`config.mk`:
```
export PLATFORM = sky130hd
export DESIGN_NAME = line_selection_command_filter
export DESIGN_NICKNAME = d
export VERILOG_FILES = /design/src/lscf_pkg.sv /design/src/line_selection_command_filter.sv /design/src/lscf_ctrl.sv /design/src/lscf_dp.sv
export SDC_FILE = /design/constraint.sdc
export NUM_CORES = 1
export LEC_CHECK = 0
export BUFFER_PORTS_ARGS = -buffer_cell sky130_fd_sc_hd__buf_2
export CORE_ASPECT_RATIO = 0.8
export CORE_MARGIN = 2
export CORE_UTILIZATION = 23
export CTS_BUF_LIST = sky130_fd_sc_hd__clkbuf_8
export DETAILED_ROUTE_END_ITERATION = 7
export PLACE_DENSITY = 0.35
export RECOVER_POWER = 50
export SLEW_MARGIN = 10
export SYNTH_ARGS = -nofsm -noshare
export SYNTH_HDL_FRONTEND = slang
export SYNTH_HIERARCHICAL = 1
export SYNTH_SLANG_ARGS = --single-unit
```
`constraint.sdc`:
```
create_clock -name clk -period 6.8 [get_ports clk]
set_input_delay 0.68 -clock clk [delete_from_list [all_inputs] [get_ports clk]]
set_output_delay 0.68 -clock clk [all_outputs]
set_load 0.05 [all_outputs]
```
`src/lscf_pkg.sv`:
```
package lscf_pkg;

  localparam logic [7:0] NEWLINE_BYTE = 8'h0A;

  // configuration register indexes
  localparam logic [2:0] CFG_PROGRAM_OPS    = 3'd0;
  localparam logic [2:0] CFG_PROGRAM_LENGTH = 3'd1;
  localparam logic [2:0] CFG_ARG_ZERO       = 3'd2;
  localparam logic [2:0] CFG_ARG_ONE        = 3'd3;
  localparam logic [2:0] CFG_ARG_TWO        = 3'd4;
  localparam logic [2:0] CFG_ARG_THREE      = 3'd5;
  localparam logic [2:0] CFG_TAG_LENGTHS    = 3'd6;

  typedef enum logic [2:0] {
    OP_TOGGLE = 3'd0,
    OP_PASS   = 3'd1,
    OP_REJECT = 3'd2,
    OP_MOVE   = 3'd3,
    OP_JUMP   = 3'd4,
    OP_FIND   = 3'd5,
    OP_SKIP   = 3'd6
  } op_t;

  typedef struct packed {
    logic accept;
    logic eval;
    logic emit_prefix;
    logic emit_byte;
    logic finish;
  } ctrl_cmd_t;

  typedef struct packed {
    logic need_decide;
    logic decided;
    logic passing;
    logic eval_done;
    logic pass_now;
    logic out_free;
    logic prefix_last;
  } ctrl_status_t;

endpackage

```
`src/line_selection_command_filter.sv`:
```
// line selection filter: bytes of a newline-ended text stream come in on the
// in_ channel (in_byte, in_stream_end marks the last byte of a stream); bytes
// of each selected line leave on the out_ channel, out_run_last set on the last
// byte produced by one input transaction.
// the cfg_ channel writes the program: index 0 opcodes, 1 length, 2..5 the
// four arguments, 6 tag lengths; write it only while the block is idle.
// handling of each input byte, one at a time:
//   byte that only fills the tag buffer or is dropped: accept, then finish
//   byte of a line already passing: accept, emit, finish, plus output wait
//   byte that settles a line: accept, up to PROGRAM_DEPTH+1 program steps
//   (one command a cycle), then one release per buffered byte
//   (up to TAG_BYTES) when the line passes, then finish
// the program walker and the single output register drive these steps.
// the output register lets a finished result wait for the receiver while the
// next input transaction is taken; while the receiver stalls, release of
// further bytes halts and in_ready stays low until the run is out.
// reset clears the program registers, line counters, pass flag and the
// output valid flag; cfg_ready is always high.
module line_selection_command_filter #(
  parameter int PROGRAM_DEPTH = 4,
  parameter int TAG_BYTES     = 8,
  parameter int COUNT_BITS    = 32
) (
  input  logic        clk,
  input  logic        rst_n,
  input  logic        in_valid,
  output logic        in_ready,
  input  logic [7:0]  in_byte,
  input  logic        in_stream_end,
  output logic        out_valid,
  input  logic        out_ready,
  output logic [7:0]  out_byte,
  output logic        out_run_last,
  input  logic        cfg_valid,
  output logic        cfg_ready,
  input  logic [2:0]  cfg_index,
  input  logic [63:0] cfg_data
);

  lscf_pkg::ctrl_cmd_t    cmd;
  lscf_pkg::ctrl_status_t st;

  assign cfg_ready = 1'b1;

  lscf_ctrl u_ctrl (
    .clk      (clk),
    .rst_n    (rst_n),
    .in_valid (in_valid),
    .in_ready (in_ready),
    .st       (st),
    .cmd      (cmd)
  );

  lscf_dp #(
    .PROGRAM_DEPTH (PROGRAM_DEPTH),
    .TAG_BYTES     (TAG_BYTES),
    .COUNT_BITS    (COUNT_BITS)
  ) u_dp (
    .clk           (clk),
    .rst_n         (rst_n),
    .in_byte       (in_byte),
    .in_stream_end (in_stream_end),
    .out_valid     (out_valid),
    .out_ready     (out_ready),
    .out_byte      (out_byte),
    .out_run_last  (out_run_last),
    .cfg_valid     (cfg_valid),
    .cfg_index     (cfg_index),
    .cfg_data      (cfg_data),
    .cmd           (cmd),
    .st            (st)
  );

  // one transaction at a time: an accepted byte always takes the block busy
  a_one_at_a_time: assert property (@(posedge clk) disable iff (!rst_n)
    (in_valid && in_ready) |=> !in_ready)
    else $error("input accepted twice in a row");

  // wrapping up a byte always returns the block to ready
  a_finish_to_idle: assert property (@(posedge clk) disable iff (!rst_n)
    cmd.finish |=> in_ready)
    else $error("block did not return to ready after finishing a byte");

  // bytes are only released into a free output register
  a_emit_when_free: assert property (@(posedge clk) disable iff (!rst_n)
    (cmd.emit_prefix || cmd.emit_byte) |-> (!out_valid || out_ready))
    else $error("output register overwritten");

  // nothing is offered right after reset
  a_reset_empty: assert property (@(posedge clk)
    !rst_n |=> !out_valid)
    else $error("output valid after reset");

endmodule

```
`src/lscf_ctrl.sv`:
```
module lscf_ctrl (
  input  logic                  clk,
  input  logic                  rst_n,
  input  logic                  in_valid,
  output logic                  in_ready,
  input  lscf_pkg::ctrl_status_t st,
  output lscf_pkg::ctrl_cmd_t    cmd
);

  typedef enum logic [2:0] {
    S_IDLE,
    S_EVAL,
    S_EMIT_PREFIX,
    S_EMIT_BYTE,
    S_FINISH
  } state_t;

  state_t state_r;
  state_t state_nxt;

  always_comb begin
    cmd       = '0;
    state_nxt = state_r;
    case (state_r)
      S_IDLE: begin
        if (in_valid) begin
          cmd.accept = 1'b1;
          if (st.need_decide) begin
            state_nxt = S_EVAL;
          end else if (st.decided && st.passing) begin
            state_nxt = S_EMIT_BYTE;
          end else begin
            state_nxt = S_FINISH;
          end
        end
      end
      S_EVAL: begin
        // one command per cycle until the line is settled
        cmd.eval = 1'b1;
        if (st.eval_done) begin
          state_nxt = st.pass_now ? S_EMIT_PREFIX : S_FINISH;
        end
      end
      S_EMIT_PREFIX: begin
        if (st.out_free) begin
          cmd.emit_prefix = 1'b1;
          if (st.prefix_last) begin
            state_nxt = S_FINISH;
          end
        end
      end
      S_EMIT_BYTE: begin
        if (st.out_free) begin
          cmd.emit_byte = 1'b1;
          state_nxt     = S_FINISH;
        end
      end
      S_FINISH: begin
        cmd.finish = 1'b1;
        state_nxt  = S_IDLE;
      end
      default: begin
        state_nxt = S_IDLE;
      end
    endcase
  end

  assign in_ready = (state_r == S_IDLE);

  always_ff @(posedge clk) begin
    if (!rst_n) begin
      state_r <= S_IDLE;
    end else begin
      state_r <= state_nxt;
    end
  end

endmodule

```
`src/lscf_dp.sv`:
```
module lscf_dp #(
  parameter int PROGRAM_DEPTH = 4,
  parameter int TAG_BYTES     = 8,
  parameter int COUNT_BITS    = 32
) (
  input  logic                   clk,
  input  logic                   rst_n,
  input  logic [7:0]             in_byte,
  input  logic                   in_stream_end,
  output logic                   out_valid,
  input  logic                   out_ready,
  output logic [7:0]             out_byte,
  output logic                   out_run_last,
  input  logic                   cfg_valid,
  input  logic [2:0]             cfg_index,
  input  logic [63:0]            cfg_data,
  input  lscf_pkg::ctrl_cmd_t    cmd,
  output lscf_pkg::ctrl_status_t st
);

  localparam int FW = $clog2(TAG_BYTES + 1);
  localparam int IW = (TAG_BYTES > 1) ? $clog2(TAG_BYTES) : 1;
  localparam int PW = $clog2(PROGRAM_DEPTH + 1);
  localparam logic [FW-1:0] TAG_FULL = FW'(TAG_BYTES);
  localparam logic [3:0]    TAG_MAX4 = 4'(TAG_BYTES);
  localparam logic [2:0]    DEPTH3   = 3'(PROGRAM_DEPTH);

  // configuration registers
  logic [11:0] ops_r;
  logic [2:0]  len_r;
  logic [63:0] arg_r [4];
  logic [15:0] tags_r;

  // stream state
  logic [7:0]            store_r [TAG_BYTES];
  logic [FW-1:0]         fill_r;
  logic [COUNT_BITS-1:0] line_r;
  logic [PW-1:0]         ptr_r;
  logic                  flag_r;
  logic [COUNT_BITS-1:0] jump_r;
  logic                  decided_r;
  logic                  passing_r;
  logic [FW-1:0]         emit_idx_r;
  logic [7:0]            byte_r;
  logic                  end_r;
  logic                  out_valid_r;
  logic [7:0]            out_byte_r;
  logic                  out_last_r;

  // accept side
  logic          line_end_in;
  logic [FW-1:0] fill_after;
  logic          line_end_r;

  assign line_end_in = in_stream_end || (in_byte == lscf_pkg::NEWLINE_BYTE);
  assign fill_after  = (fill_r < TAG_FULL) ? (fill_r + FW'(1)) : fill_r;
  assign line_end_r  = end_r || (byte_r == lscf_pkg::NEWLINE_BYTE);

  // one program step
  logic [2:0]      n_eff;
  logic [1:0]      kidx;
  lscf_pkg::op_t   op;
  logic [63:0]     arg;
  logic [3:0]      tlen;
  logic [3:0]      tlen_eff;
  logic            mismatch;
  logic            match;
  logic [PW-1:0]   ptr_e;
  logic            flag_e;
  logic [COUNT_BITS-1:0] jump_e;
  logic            stop;

  assign n_eff    = (len_r > DEPTH3) ? DEPTH3 : len_r;
  assign kidx     = 2'(ptr_r);
  assign op       = lscf_pkg::op_t'(ops_r[3*kidx +: 3]);
  assign arg      = arg_r[kidx];
  assign tlen     = tags_r[4*kidx +: 4];
  assign tlen_eff = (tlen > TAG_MAX4) ? TAG_MAX4 : tlen;

  always_comb begin
    mismatch = 1'b0;
    for (int i = 0; i < TAG_BYTES; i++) begin
      if ((4'(i) < tlen_eff) && (store_r[i] != arg[8*i +: 8])) begin
        mismatch = 1'b1;
      end
    end
  end

  assign match = (4'(fill_r) >= tlen_eff) && !mismatch;

  always_comb begin
    ptr_e  = ptr_r;
    flag_e = flag_r;
    jump_e = jump_r;
    stop   = 1'b0;
    if (3'(ptr_r) >= n_eff) begin
      stop = 1'b1;
    end else begin
      case (op)
        lscf_pkg::OP_TOGGLE: begin
          flag_e = !flag_r;
          ptr_e  = ptr_r + PW'(1);
        end
        lscf_pkg::OP_PASS: begin
          flag_e = 1'b1;
          ptr_e  = ptr_r + PW'(1);
        end
        lscf_pkg::OP_REJECT: begin
          flag_e = 1'b0;
          ptr_e  = ptr_r + PW'(1);
        end
        lscf_pkg::OP_MOVE: begin
          if (64'(line_r) < arg) begin
            stop = 1'b1;
          end else begin
            ptr_e = ptr_r + PW'(1);
          end
        end
        lscf_pkg::OP_JUMP: begin
          if (64'(jump_r) < arg) begin
            stop = 1'b1;
            if (jump_r != '1) begin
              jump_e = jump_r + COUNT_BITS'(1);
            end
          end else begin
            jump_e = '0;
            ptr_e  = ptr_r + PW'(1);
          end
        end
        lscf_pkg::OP_FIND: begin
          if (match) begin
            ptr_e = ptr_r + PW'(1);
          end else begin
            stop = 1'b1;
          end
        end
        lscf_pkg::OP_SKIP: begin
          // skip ends the line either way, advancing only on a match
          stop = 1'b1;
          if (match) begin
            ptr_e = ptr_r + PW'(1);
          end
        end
        default: begin
          ptr_e = ptr_r + PW'(1);
        end
      endcase
    end
  end

  always_comb begin
    st.need_decide = !decided_r && ((fill_after >= TAG_FULL) || line_end_in);
    st.decided     = decided_r;
    st.passing     = passing_r;
    st.eval_done   = stop;
    st.pass_now    = flag_e;
    st.out_free    = !out_valid_r || out_ready;
    st.prefix_last = (emit_idx_r == FW'(fill_r - FW'(1)));
  end

  // payload registers
  always_ff @(posedge clk) begin
    if (cmd.accept) begin
      byte_r <= in_byte;
      end_r  <= in_stream_end;
      if (!decided_r && (fill_r < TAG_FULL)) begin
        store_r[fill_r[IW-1:0]] <= in_byte;
      end
    end
    if (cmd.emit_prefix) begin
      out_byte_r <= store_r[emit_idx_r[IW-1:0]];
      out_last_r <= st.prefix_last;
    end else if (cmd.emit_byte) begin
      out_byte_r <= byte_r;
      out_last_r <= 1'b1;
    end
  end

  always_ff @(posedge clk) begin
    if (!rst_n) begin
      ops_r       <= '0;
      len_r       <= '0;
      for (int i = 0; i < 4; i++) begin
        arg_r[i] <= '0;
      end
      tags_r      <= '0;
      fill_r      <= '0;
      line_r      <= '0;
      ptr_r       <= '0;
      flag_r      <= 1'b0;
      jump_r      <= '0;
      decided_r   <= 1'b0;
      passing_r   <= 1'b0;
      emit_idx_r  <= '0;
      out_valid_r <= 1'b0;
    end else begin
      if (cfg_valid) begin
        case (cfg_index)
          lscf_pkg::CFG_PROGRAM_OPS:    ops_r    <= cfg_data[11:0];
          lscf_pkg::CFG_PROGRAM_LENGTH: len_r    <= cfg_data[2:0];
          lscf_pkg::CFG_ARG_ZERO:       arg_r[0] <= cfg_data;
          lscf_pkg::CFG_ARG_ONE:        arg_r[1] <= cfg_data;
          lscf_pkg::CFG_ARG_TWO:        arg_r[2] <= cfg_data;
          lscf_pkg::CFG_ARG_THREE:      arg_r[3] <= cfg_data;
          lscf_pkg::CFG_TAG_LENGTHS:    tags_r   <= cfg_data[15:0];
          default: ;
        endcase
      end

      if (cmd.emit_prefix || cmd.emit_byte) begin
        out_valid_r <= 1'b1;
      end else if (out_valid_r && out_ready) begin
        out_valid_r <= 1'b0;
      end

      if (cmd.accept) begin
        emit_idx_r <= '0;
        if (!decided_r) begin
          fill_r <= fill_after;
        end
      end

      if (cmd.eval) begin
        ptr_r  <= ptr_e;
        flag_r <= flag_e;
        jump_r <= jump_e;
        if (stop) begin
          decided_r <= 1'b1;
          passing_r <= flag_e;
        end
      end

      if (cmd.emit_prefix) begin
        emit_idx_r <= emit_idx_r + FW'(1);
      end

      if (cmd.finish) begin
        // end of stream starts a fresh one
        if (end_r) begin
          fill_r    <= '0;
          line_r    <= '0;
          ptr_r     <= '0;
          flag_r    <= 1'b0;
          jump_r    <= '0;
          decided_r <= 1'b0;
          passing_r <= 1'b0;
        end else if (line_end_r) begin
          fill_r    <= '0;
          decided_r <= 1'b0;
          passing_r <= 1'b0;
          if (line_r != '1) begin
            line_r <= line_r + COUNT_BITS'(1);
          end
        end
      end
    end
  end

  assign out_valid    = out_valid_r;
  assign out_byte     = out_byte_r;
  assign out_run_last = out_last_r;

endmodule
```
=== Word level (Yosys, flattened, before mapping) ===
Memories as Yosys holds them, arrays and structs flattened. A register that Yosys moved wholly into a read port is not among the register bits.
Index checks and enable logic that the tools add are counted.

* Memories: 2
* Bits in writable memories: 320
* Logic and storage cells: 223
* Register bits after elaboration: 131

{| class="wikitable"
|+ Memories
! name !! words !! bits a word !! read ports !! clocked after Yosys merged registers in !! wr ports !! line !! RTL
|-
| u_dp.arg_r || 4 || 64 || 1 || 1 || 4 || lscf_dp.sv:31 || <nowiki>logic [63:0] arg_r [4];</nowiki>
|-
| u_dp.store_r || 8 || 8 || 9 || 1 || 1 || lscf_dp.sv:35 || <nowiki>logic [7:0] store_r [TAG_BYTES];</nowiki>
|}

* Bitwise operators: 4
* $add $sub $neg: 6
* Order comparisons: 16
* Eq/ne operators: 34
* Shift-type cells: 2
* Multiplexer cells: 105
* Multiply operators: 1
* Reduce and logical (&&, ||, !) cells: 36

{| class="wikitable"
|+ Operators with widths
! operator !! number
|-
| 32-bit 2-to-1 mux || 10
|-
| 64-bit 2-to-1 mux || 4
|-
| 32-bit by 64-bit < comparator with 1-bit output || 2
|-
| 32-bit by 1-bit adder with 32-bit output (second input constant) || 2
|-
| 32-bit inequality test (second input constant) || 2
|-
| 8-bit inequality test || 8
|-
| 1-bit 2-to-1 mux || 57
|-
| 3-bit 2-to-1 mux || 18
|-
| 4-bit 2-to-1 mux || 9
|-
| 3-bit equality test (second input constant) || 7
|-
| 3-bit by 2-bit equality test with 1-bit output (second input constant) || 6
|-
| 8-bit by 4-bit equality test with 1-bit output (second input constant) || 2
|-
| 3-bit by 4-bit < comparator with 1-bit output (first input constant) || 4
|-
| 8-bit 2-to-1 mux || 2
|-
| 16-bit by 5-bit indexed part select with 4-bit output || 1
|-
| 1-bit logical AND || 13
|-
| 3-bit case mux with 4 select lines || 1
|-
| 12-bit by 5-bit indexed part select with 3-bit output || 1
|-
| 2-bit nonzero test || 5
|-
| 3-bit by 1-bit equality test with 1-bit output (second input constant) || 3
|-
| 3-bit zero test || 3
|-
| 3-bit case mux with 3 select lines || 1
|-
| 4-bit by 1-bit adder with 4-bit output (second input constant) || 2
|-
| 1-bit by 4-bit < comparator with 1-bit output (first input constant) || 2
|-
| other kinds (23) || 39
|}

=== Longest topological paths before layout ===
Gate-level depths: netlist of the first run.

* Depth after elaboration: 23
* Gate-level depth with buffers: 17

=== Modules after synthesis ===
The synthesis of the first run kept the hierarchy.

{| class="wikitable"
|+ Modules (own cells, without submodules)
! module !! area an instance (µm²) !! sequential area each (µm²) !! cells each !! times used
|-
| lscf_dp || 22166.3 || 12411.9 || 1771 || 1
|-
| lscf_ctrl || 270.3 || 60.1 || 33 || 1
|-
| line_selection_command_filter || 11.3 || 0.0 || 2 || 1
|}

=== Worst setup path before layout of the first run ===
OpenSTA, ideal clock, no wires.

* Path type: in2reg
* From: input cfg_index[2]
* To: memory u_dp.arg_r[0][0], enable pin
* Slack: 830 ps
* Stages on the path: 2
* Arrival time: 5396 ps
* Buffers on the path: 0
* Path through: nand3b_1 o21ai_0

{| class="wikitable"
|+ RTL lines
! item !! line !! RTL
|-
| start, declared || line_selection_command_filter.sv:36 || <nowiki>input logic [2:0] cfg_index,</nowiki>
|-
| end, declared || lscf_dp.sv:31 ||
|}

==> impl.org, run 1 <==
** Worst setup path
- Setup crit start kind :: primary input
- Crit path arrival time :: 6.07 ns
- The worst register-to-register path has a depth of 13.
- The worst setup path is captured at a flip-flop.
- Critical path class :: in -> reg
- In this run the worst path has a maximum fanout of 64.
- Worst setup slack for register-to-register paths :: 1.87 ns
- Required time worst endpoint :: roughly 7.3 ns

** Pwr
- Of the total power, the share spent switching nets is 26.17%.
- The worst-case IR drop observed on VDD is 114.9 uV.
- P_int :: 4654 uW
- Of the total power, registers draw 50.6%.
- Power per cell area :: 242.5 nW/um^2
- Portion of total power attributed to the clock network :: 41.8%
- For this design the static power due to leakage is 0.008724 uW.
- Share of power burned in combinational logic :: under 10%
- Psw :: between 1500 and 2000 uW

** Clock tree
- The clock passes through at most 3 buffers.
- After clock tree synthesis, the repair step resized 0 gates.
- Clock tree from TritonCTS :: built
- Clock latency on the worst-skew pair :: 0.72 ns
- Clk sinks :: between 400 and 500
- The root buffer cell chosen for the clock tree is sky130_fd_sc_hd__clkbuf_8.
- Counting the buffers created by CTS gives between 80 and 90.
- CTS Hold Buffers Added :: 0
- Number of levels the H-tree was split into :: 3
- After clock tree synthesis, the clock-pin slew on the worst setup and hold paths is around 0.060 ns.
- Post-CTS setup repair buffer count :: 0

** Timing
- Final hold violation count :: 0
- Remaining max-slew budget at the tightest pin :: -157.7%
- Setup slack on the critical path of the routed design comes to 1.271 ns.
- The clock period could shrink to 5.529 ns.
- Total setup violations reported at the end of the flow :: 0
- Peak clock frequency supported by timing :: roughly 180 MHz
- The clock arrives with ~0.045 ns of skew.
- Max Slew Vio Count :: approximately 400
- At the pin with the least slew margin, the transition time is a little under 4 ns.
- In the finished design, the share of the clock period the worst path needs comes to 81.31%.
- Setup repair after global routing missed its margin :: false
- Setup total negative slack on the finished layout was measured at 0 ns.

** Placed design
- In this run the tool buffered the top-level ports with 91 buffer cells.
- Post-DP HPWL :: 53.49 mm
- After detailed placement, the design holds a cell count of around 3100.
- At the end of routability-driven placement, the weighted congestion stood at about 0.84.
- Placement-stage worst setup slack :: 1.808 ns

** Die
- Initial cell density of the core :: 23.20%
- The die is between 300 and 400 um wide.
- For this design the top-level I/O count stands at 93.
- Measured along the y axis, the die boundary spans 283.4 um.
- Core outline area :: 96740 um^2
- Row count :: 102
- Floorplan die area :: 100100 um^2

** Global route
- Largest net degree at the start of global routing :: 65
- Number of antenna violations at the first check in global routing :: 12
- Global-route wire length before repair :: 110.6 mm
- The number of global-route vias before repair came to ~15000.
- Remaining global-route overflow :: 0
- Tot GR Track Use :: between 10% and 20%

** Synthesis
- Gate count of the mapped netlist :: 1806
- After synthesis, the share of flip-flops with an asynchronous set or reset is 0%.
- Averaged over all synthesized cells, the footprint is 12.43 um^2.
- Top flip-flop cell by instance count after synthesis :: sky130_fd_sc_hd__edfxtp_1
- Post-synth net total :: 1961
- Yosys warning total :: 6
- Synthesized area :: about 22000 um^2
- Unique cell type count in the Yosys netlist :: between 70 and 80
- The synthesized design contains 338 enable-type register cells.
- Post-synthesis sequential element count :: 454
- Sequential share of the synthesized area :: 55.56%

** Routing
- For this block, the routed nets add up to around 76 mm of wire.
- Number of vias after detailed routing :: 15060
- The first detailed-routing pass took 5 iterations.
- Iteration-0 DRC count of the detailed router :: 1177
- Via count normalized by instance count :: about 4.6
- In the routed design, unresolved DRC markers number 0.
- Remaining antenna violation count :: 0
- In the final routed layout, each cell accounts on average for 22.92 um.

** Layout
- Compared with the post-synthesis result, the final layout area differs by 15.80%.
- Final core utilization :: between 20% and 30%
- Number of standard cells in the final layout excluding fillers :: 3297
- The net count of the finished layout is roughly 2100.
- Share of layout cells above drive strength 1 :: between 10% and 20%

** Outcome
- The final reports fail on max-capacitance violations, max-slew violations.
- Result of the run :: finished, violations left

** Hold path
- Worst Hold Depth :: 2
- The tightest min-delay check is of the in -> reg type.

** Flow run
- Max-cap violations :: 10
[final timing paths]
| kind | start | endpoint |
|---|---|---|
| worst min register to register | u_dp/tags_r[14] | u_dp/tags_r[14] |
| worst max register to register | u_dp/ptr_r[0] | u_ctrl/state_r[1] |
| worst min-delay path | cfg_data[45] | u_dp/arg_r[0][45] |
| worst max-delay path | rst_n | u_dp/arg_r[3][55] |
[routing by layer]
metal  vias up  part of all wire (%)  track usage (%)
met5         -                 0.071                0
met4         8                   1.8            3.351
met3       115                   4.7            2.881
met1      7711                    51            23.04
li1       6873                     -                -
met2       355                    43            21.56
[worst max-delay path, cell delays in order]
cell	delay (ns)
sky130_fd_sc_hd__buf_2	0.22
sky130_fd_sc_hd__clkbuf_1	1.40
sky130_fd_sc_hd__nand2_1	0.41
sky130_fd_sc_hd__nor2_4	0.17
sky130_fd_sc_hd__clkbuf_1	2.71
sky130_fd_sc_hd__and2_1	0.35
[cell families (layout without fill, tap and decap cells)]
group                      Yosys count  after routing  synth area share [%]
xor gates and xnor gates           130            130                 5.072
AOI/OAI and AO/OA                  166            166                 5.100
and+or+nand+nor                    741            741                 17.90
DFF                                454            454                 55.56
muxes                              107            107                 9.687
adders and majority gates           74             74                 4.125
other                                1              2               0.01671
buffers and inverters              133            323                 2.542
[cell usage in the layout, fill, tap and decap left out, types with 70 or more instances in the layout]
| cell type | netlist | routed |
|---|---|---|
| sky130_fd_sc_hd__and2_1 | 267 | 174 |
| sky130_fd_sc_hd__mux4_2 | 88 | 88 |
| sky130_fd_sc_hd__dfxtp_1 | 116 | 114 |
| sky130_fd_sc_hd__edfxtp_1 | 338 | 338 |
| sky130_fd_sc_hd__xnor2_1 | 93 | 93 |
| sky130_fd_sc_hd__nor2_1 | 130 | 126 |
| sky130_fd_sc_hd__buf_2 | 9 | 70 |
| sky130_fd_sc_hd__clkbuf_8 | 0 | 89 |
| sky130_fd_sc_hd__and2_0 | 1 | 94 |
| sky130_fd_sc_hd__nand2_1 | 124 | 124 |
| sky130_fd_sc_hd__ha_1 | 74 | 74 |
| sky130_fd_sc_hd__inv_1 | 51 | 74 |
[cell type report]
type                    instances  area (um^2)
clock buffers                  89         1225
fillers                     10090        70740
inverters                      52        195.2
well taps                    1300         1627
clock inverters                64        406.6
flip-flops and latches        454        12480
diodes                          1        2.502
multi-input cells            1219         9458
repair buffers                118        601.8
[synth_stat cells (all sizes together) (4+ instances only)]
master	count	area share (%)
edfxtp	338	45
and2	268	7.5
nor2	130	2.2
nand2	124	2.1
dfxtp	116	10
xnor2	93	3.6
mux4	88	8.8
ha	74	4.1
clkbuf	52	0.87
inv	51	0.85
nand4	44	1.2
a21oi	43	0.96
nand3	40	0.89
xor2	37	1.4
a21boi	30	1.0
nor4	30	0.84
buf	29	0.80
o21ai	27	0.60
nor3	26	0.60
mux2i	17	0.76
and4	14	0.55
nor2b	14	0.39
nand2b	10	0.28
a21o	9	0.30
a211oi	7	0.26
a31oi	7	0.22
and3	7	0.20
nor4b	7	0.27
nor3b	6	0.22
nand3b	5	0.17
a2111oi	4	0.22
a41oi	4	0.16
o211ai	4	0.16
o31ai	4	0.13
o41ai	4	0.16
or2	4	0.11
[registers in the layout (all words and copies together), names as in the netlist, named ones only]
register and flops:
u_dp/decided_r 1, u_dp/out_byte 8, u_dp/ptr_r 3, u_dp/end_r 1, u_dp/jump_r 32, u_dp/line_r 32
u_ctrl/state_r 3, u_dp/store_r 64, u_dp/arg_r 256, u_dp/len_r 3, u_dp/fill_r 4, u_dp/out_run_last 1
u_dp/byte_r 8, u_dp/flag_r 1, u_dp/ops_r 12, u_dp/tags_r 16, u_dp/out_valid 1, u_dp/emit_idx_r 4
u_dp/passing_r 1
[through the flow]
stage / hold WS, ns / power, uW / cell area [um^2]
floorplan: 0.4402 / 3504 / 22450
global placement: 0.4471 / 3741 / 24470
detailed placement: 0.4572 / 3741 / 24470
CTS: 0.1863 / 6418 / 26100
global route: 0.2339 / 6577 / 25990
finish: 0.2747 / 6303 / 25990
[power groups by stage]
stage	logic [uW]	clock network [uW]	registers (uW)
after floorplan	270	0	3230
after global placement	491	0	3250
after global routing	523	2850	3200
after detailed placement	493	0	3250
final	480	2630	3190
after CTS	495	2730	3190
(Power assumes the default switching activity.)
==> run 2: changes to the inputs <==
Settings changed: PLACE_DENSITY 0.35 to 0.36.
Clock period 6.8 ns to 4.5 ns, I/O delays scaled along.
==> impl.org, run 2 (synthesized netlist as in run 1, its figures left out) <==
** Layout
- The register with the most flip-flops in the final layout is u_dp/arg_r.
- Share of layout cells above drive strength 1 :: 16.31%
- The register with the most flip-flops in the layout has 256 of them.
- Fill cell instance count of the final layout :: 10090
- Leaving out fill and tap cells, the most frequent cell in the layout is sky130_fd_sc_hd__edfxtp_1.
- Compared with the post-synthesis result, the final layout area differs by 18.54%.
- The library cells used most frequently in the layout, excluding fill and tap cells, are 338 x sky130_fd_sc_hd__edfxtp_1, 256 x sky130_fd_sc_hd__and2_1, 127 x sky130_fd_sc_hd__nor2_1.
- Post-layout nets :: ~2100

** Pwr
- The share of total power dissipated in the clock network is 41.2%.
- Power per cell area :: approximately 360 nW/um^2
- Switching Fraction :: ~26%
- Power, Total :: 9497 uW
- VDD IR max :: 194.8 uV
- Summed over all nets, the switching power comes to 2459 uW.
- In this run the static leakage power is 0.009127 uW.
- P_int :: 7037 uW
- Seq pwr share :: 50.8%
- Combinational logic is responsible for 8.0% of the overall power.

** Timing
- Worst-margin pin slew :: 3.974 ns
- Hold is met by 0.07355 ns.
- Setup repair after global routing left no endpoint under its margin.
- Setup violations remaining at the end of the flow were counted as 0.
- Measured against its own limit, the worst slew margin works out to -167.8%.
- The final number of max-transition violations is 215.
- The clock arrives with 0.04196 ns of skew.
- Final hold violation count :: 0
- Subtracting the final worst setup slack from the clock period gives 4.249 ns.
- Final cycle utilization of the critical path :: 94.42%
- Timing would allow up to between 200 and 250 MHz.
- Setup total negative slack on the finished layout was measured at 0 ns.
- Final worst setup slack :: 0.2511 ns

** Clock tree
- CTS saw 454 sinks.
- Clock-pin slew reported for the worst setup and hold paths after clock tree synthesis :: 0.05 ns
- The H-tree generated during clock tree synthesis spans 3 levels.
- Clock tree from TritonCTS :: built
- Counting along the longest clock path gives a buffer depth of 3.
- Clock latency on the worst-skew pair :: 0.71 ns
- The number of clock buffers added by TritonCTS is 83.
- CTS placed an instance of sky130_fd_sc_hd__clkbuf_8 at the clock tree root.

** Routing
- First-pass DRT Iterations :: 5
- Number of vias after detailed routing :: 15020
- Via count normalized by instance count :: 4.481
- Routed wire length :: approximately 76 mm
- Drt drc :: 0
- Remaining antenna violation count :: 0
- After detailed routing, the average wire length per cell comes to around 23 um.
- Iteration-0 DRC count of the detailed router :: approximately 1200

** Placed design
- Timing analysis after detailed placement gives a worst setup slack of 0.05703 ns.
- Global placer's final weighted congestion :: ~0.84
- The wire-length estimate of the detail-placed layout is 53.69 mm.
- Quantity of I/O buffers inserted on ports :: 91

** Worst setup path
- Worst Setup End Kind :: flip-flop
- At the worst endpoint, the required time is slightly below 5 ns.
- CP bufs+invs :: 2
- Delay-heaviest family, CP :: compound AO/OA/AOI/OAI gates
- The largest single stage delay on the critical path is 3.03 ns.
- Critical path class :: in -> reg
- Setup crit start kind :: primary input
- Crit path arrival time :: 4.64 ns
- The signal on the critical path passes through clkbuf_1 -> nand3b_1 -> o21ai_0 -> buf_4.
- The largest individual stage delay along the critical path comes from the cell sky130_fd_sc_hd__o21ai_0.
- Largest driver fanout on the critical path :: 17

** Die
- Core outline area :: approximately 97000 um^2
- In this run the count of I/O pins placed on the die edge is 93.
- Die span in x :: 353.3 um
- Floorplan die area :: 100100 um^2
- After floorplanning, the core was divided into between 100 and 150 placement rows.
- From bottom edge to top edge, the die measures 283.4 um.
- For this configuration, the core starts out at a cell density of 23.20%.

** Global route
- For this run the aggregate overflow at the end of global routing stands at 0.
- Global-route wire length before repair :: 110.7 mm
- For met3 alone, demand over resource in global routing was 3.299%.
- Layer with the highest usage :: met1
- Met1 track demand over resource in global routing :: 22.91%
- Met2 routing resource usage after global routing :: 21.47%
- For this run, the total global-route usage over all layers was measured as 15.12%.
- Number of global-route vias before repair :: 15410
- Number of antenna violations at the first check in global routing :: 10
- Entering global routing, the biggest net connects 65 pins.

** Hold path
- The worst hold path belongs to the class in -> reg.

** Outcome
- The final reports fail on max-capacitance violations, max-slew violations.
- The flow ran to the end, but the final reports show violations.

** Flow run
- Max-cap violations :: 7
==> run 2: power groups by stage <==
stage / clock (uW) / combinational (uW) / sequential [uW]
floorplan: 0 / 408 / 4890
global placement: 0 / 761 / 4910
detailed placement: 0 / 763 / 4910
CTS: 4090 / 791 / 4820
global route: 4250 / 830 / 4840
finish: 3910 / 762 / 4830
==> run 2: final timing paths <==
path	startpoint	endpoint	slack, ns	cells after the start
hold reg to reg	u_dp/tags_r[6]	u_dp/tags_r[6]	0.46	2
setup reg to reg	u_dp/ptr_r[0]	u_ctrl/state_r[1]	0.30	15
hold / removal	cfg_data[45]	u_dp/arg_r[3][45]	0.07	2
setup / recovery	cfg_index[2]	u_dp/arg_r[1][49]	0.25	4
==> run 2: stage by stage <==
step,utilization [%],area [um^2],std cells
3_3_place_gp,25.58,24750,3167
5_1_grt,27.50,26610,3350
2_1_floorplan,-,22450,1806
6_report,27.51,26610,3352
4_1_cts,27.58,26680,3343
3_5_place_dp,25.58,24750,3167
==> run 2: layout make-up <==
type / count / area [um^2] / area share (%)
inverter: 52 / 195.2 / 0.7335
clock inverter: 52 / 356.6 / 1.340
sequential: 454 / 12480 / 46.90
clock buffer: 89 / 1225 / 4.603
multi-input combinational: 1219 / 9438 / 35.47
tap: 1300 / 1627 / 6.112
antenna: 4 / 10.01 / 0.03762
timing repair buffer: 182 / 1280 / 4.810
==> run 2: worst reg2reg max path, cell delays in order (launching register included) <==
cell                        delay, ns
sky130_fd_sc_hd__dfxtp_4         0.35
sky130_fd_sc_hd__buf_12          0.16
sky130_fd_sc_hd__mux4_2          0.60
sky130_fd_sc_hd__inv_1           0.14
sky130_fd_sc_hd__ha_1            0.15
sky130_fd_sc_hd__nand2_1         0.08
sky130_fd_sc_hd__nor4_1          0.30
sky130_fd_sc_hd__buf_4           0.17
sky130_fd_sc_hd__o41ai_1         0.11
sky130_fd_sc_hd__a2111oi_2       0.44
sky130_fd_sc_hd__o211ai_2        0.12
sky130_fd_sc_hd__a211o_1         0.31
sky130_fd_sc_hd__or4_1           0.54
sky130_fd_sc_hd__mux2_1          0.35
sky130_fd_sc_hd__o31ai_1         0.20
sky130_fd_sc_hd__a31oi_1         0.06
==> run 2: layer usage <==
layer	routed length [um]	share of wire (%)
met2	31290	41
met5	49	0.064
met3	4049	5.3
met4	1848	2.4
met1	38750	51
==> run 2: what timing repair did <==
| action | in CTS | in global routing |
|---|---|---|
| resized for setup | 0 | 1 |
| hold buffers | 35 | 0 |
| setup endpoints to repair | 0 | 4 |
| buffers inserted | 0 | 5 |
| hold endpoints to repair | 107 | 0 |
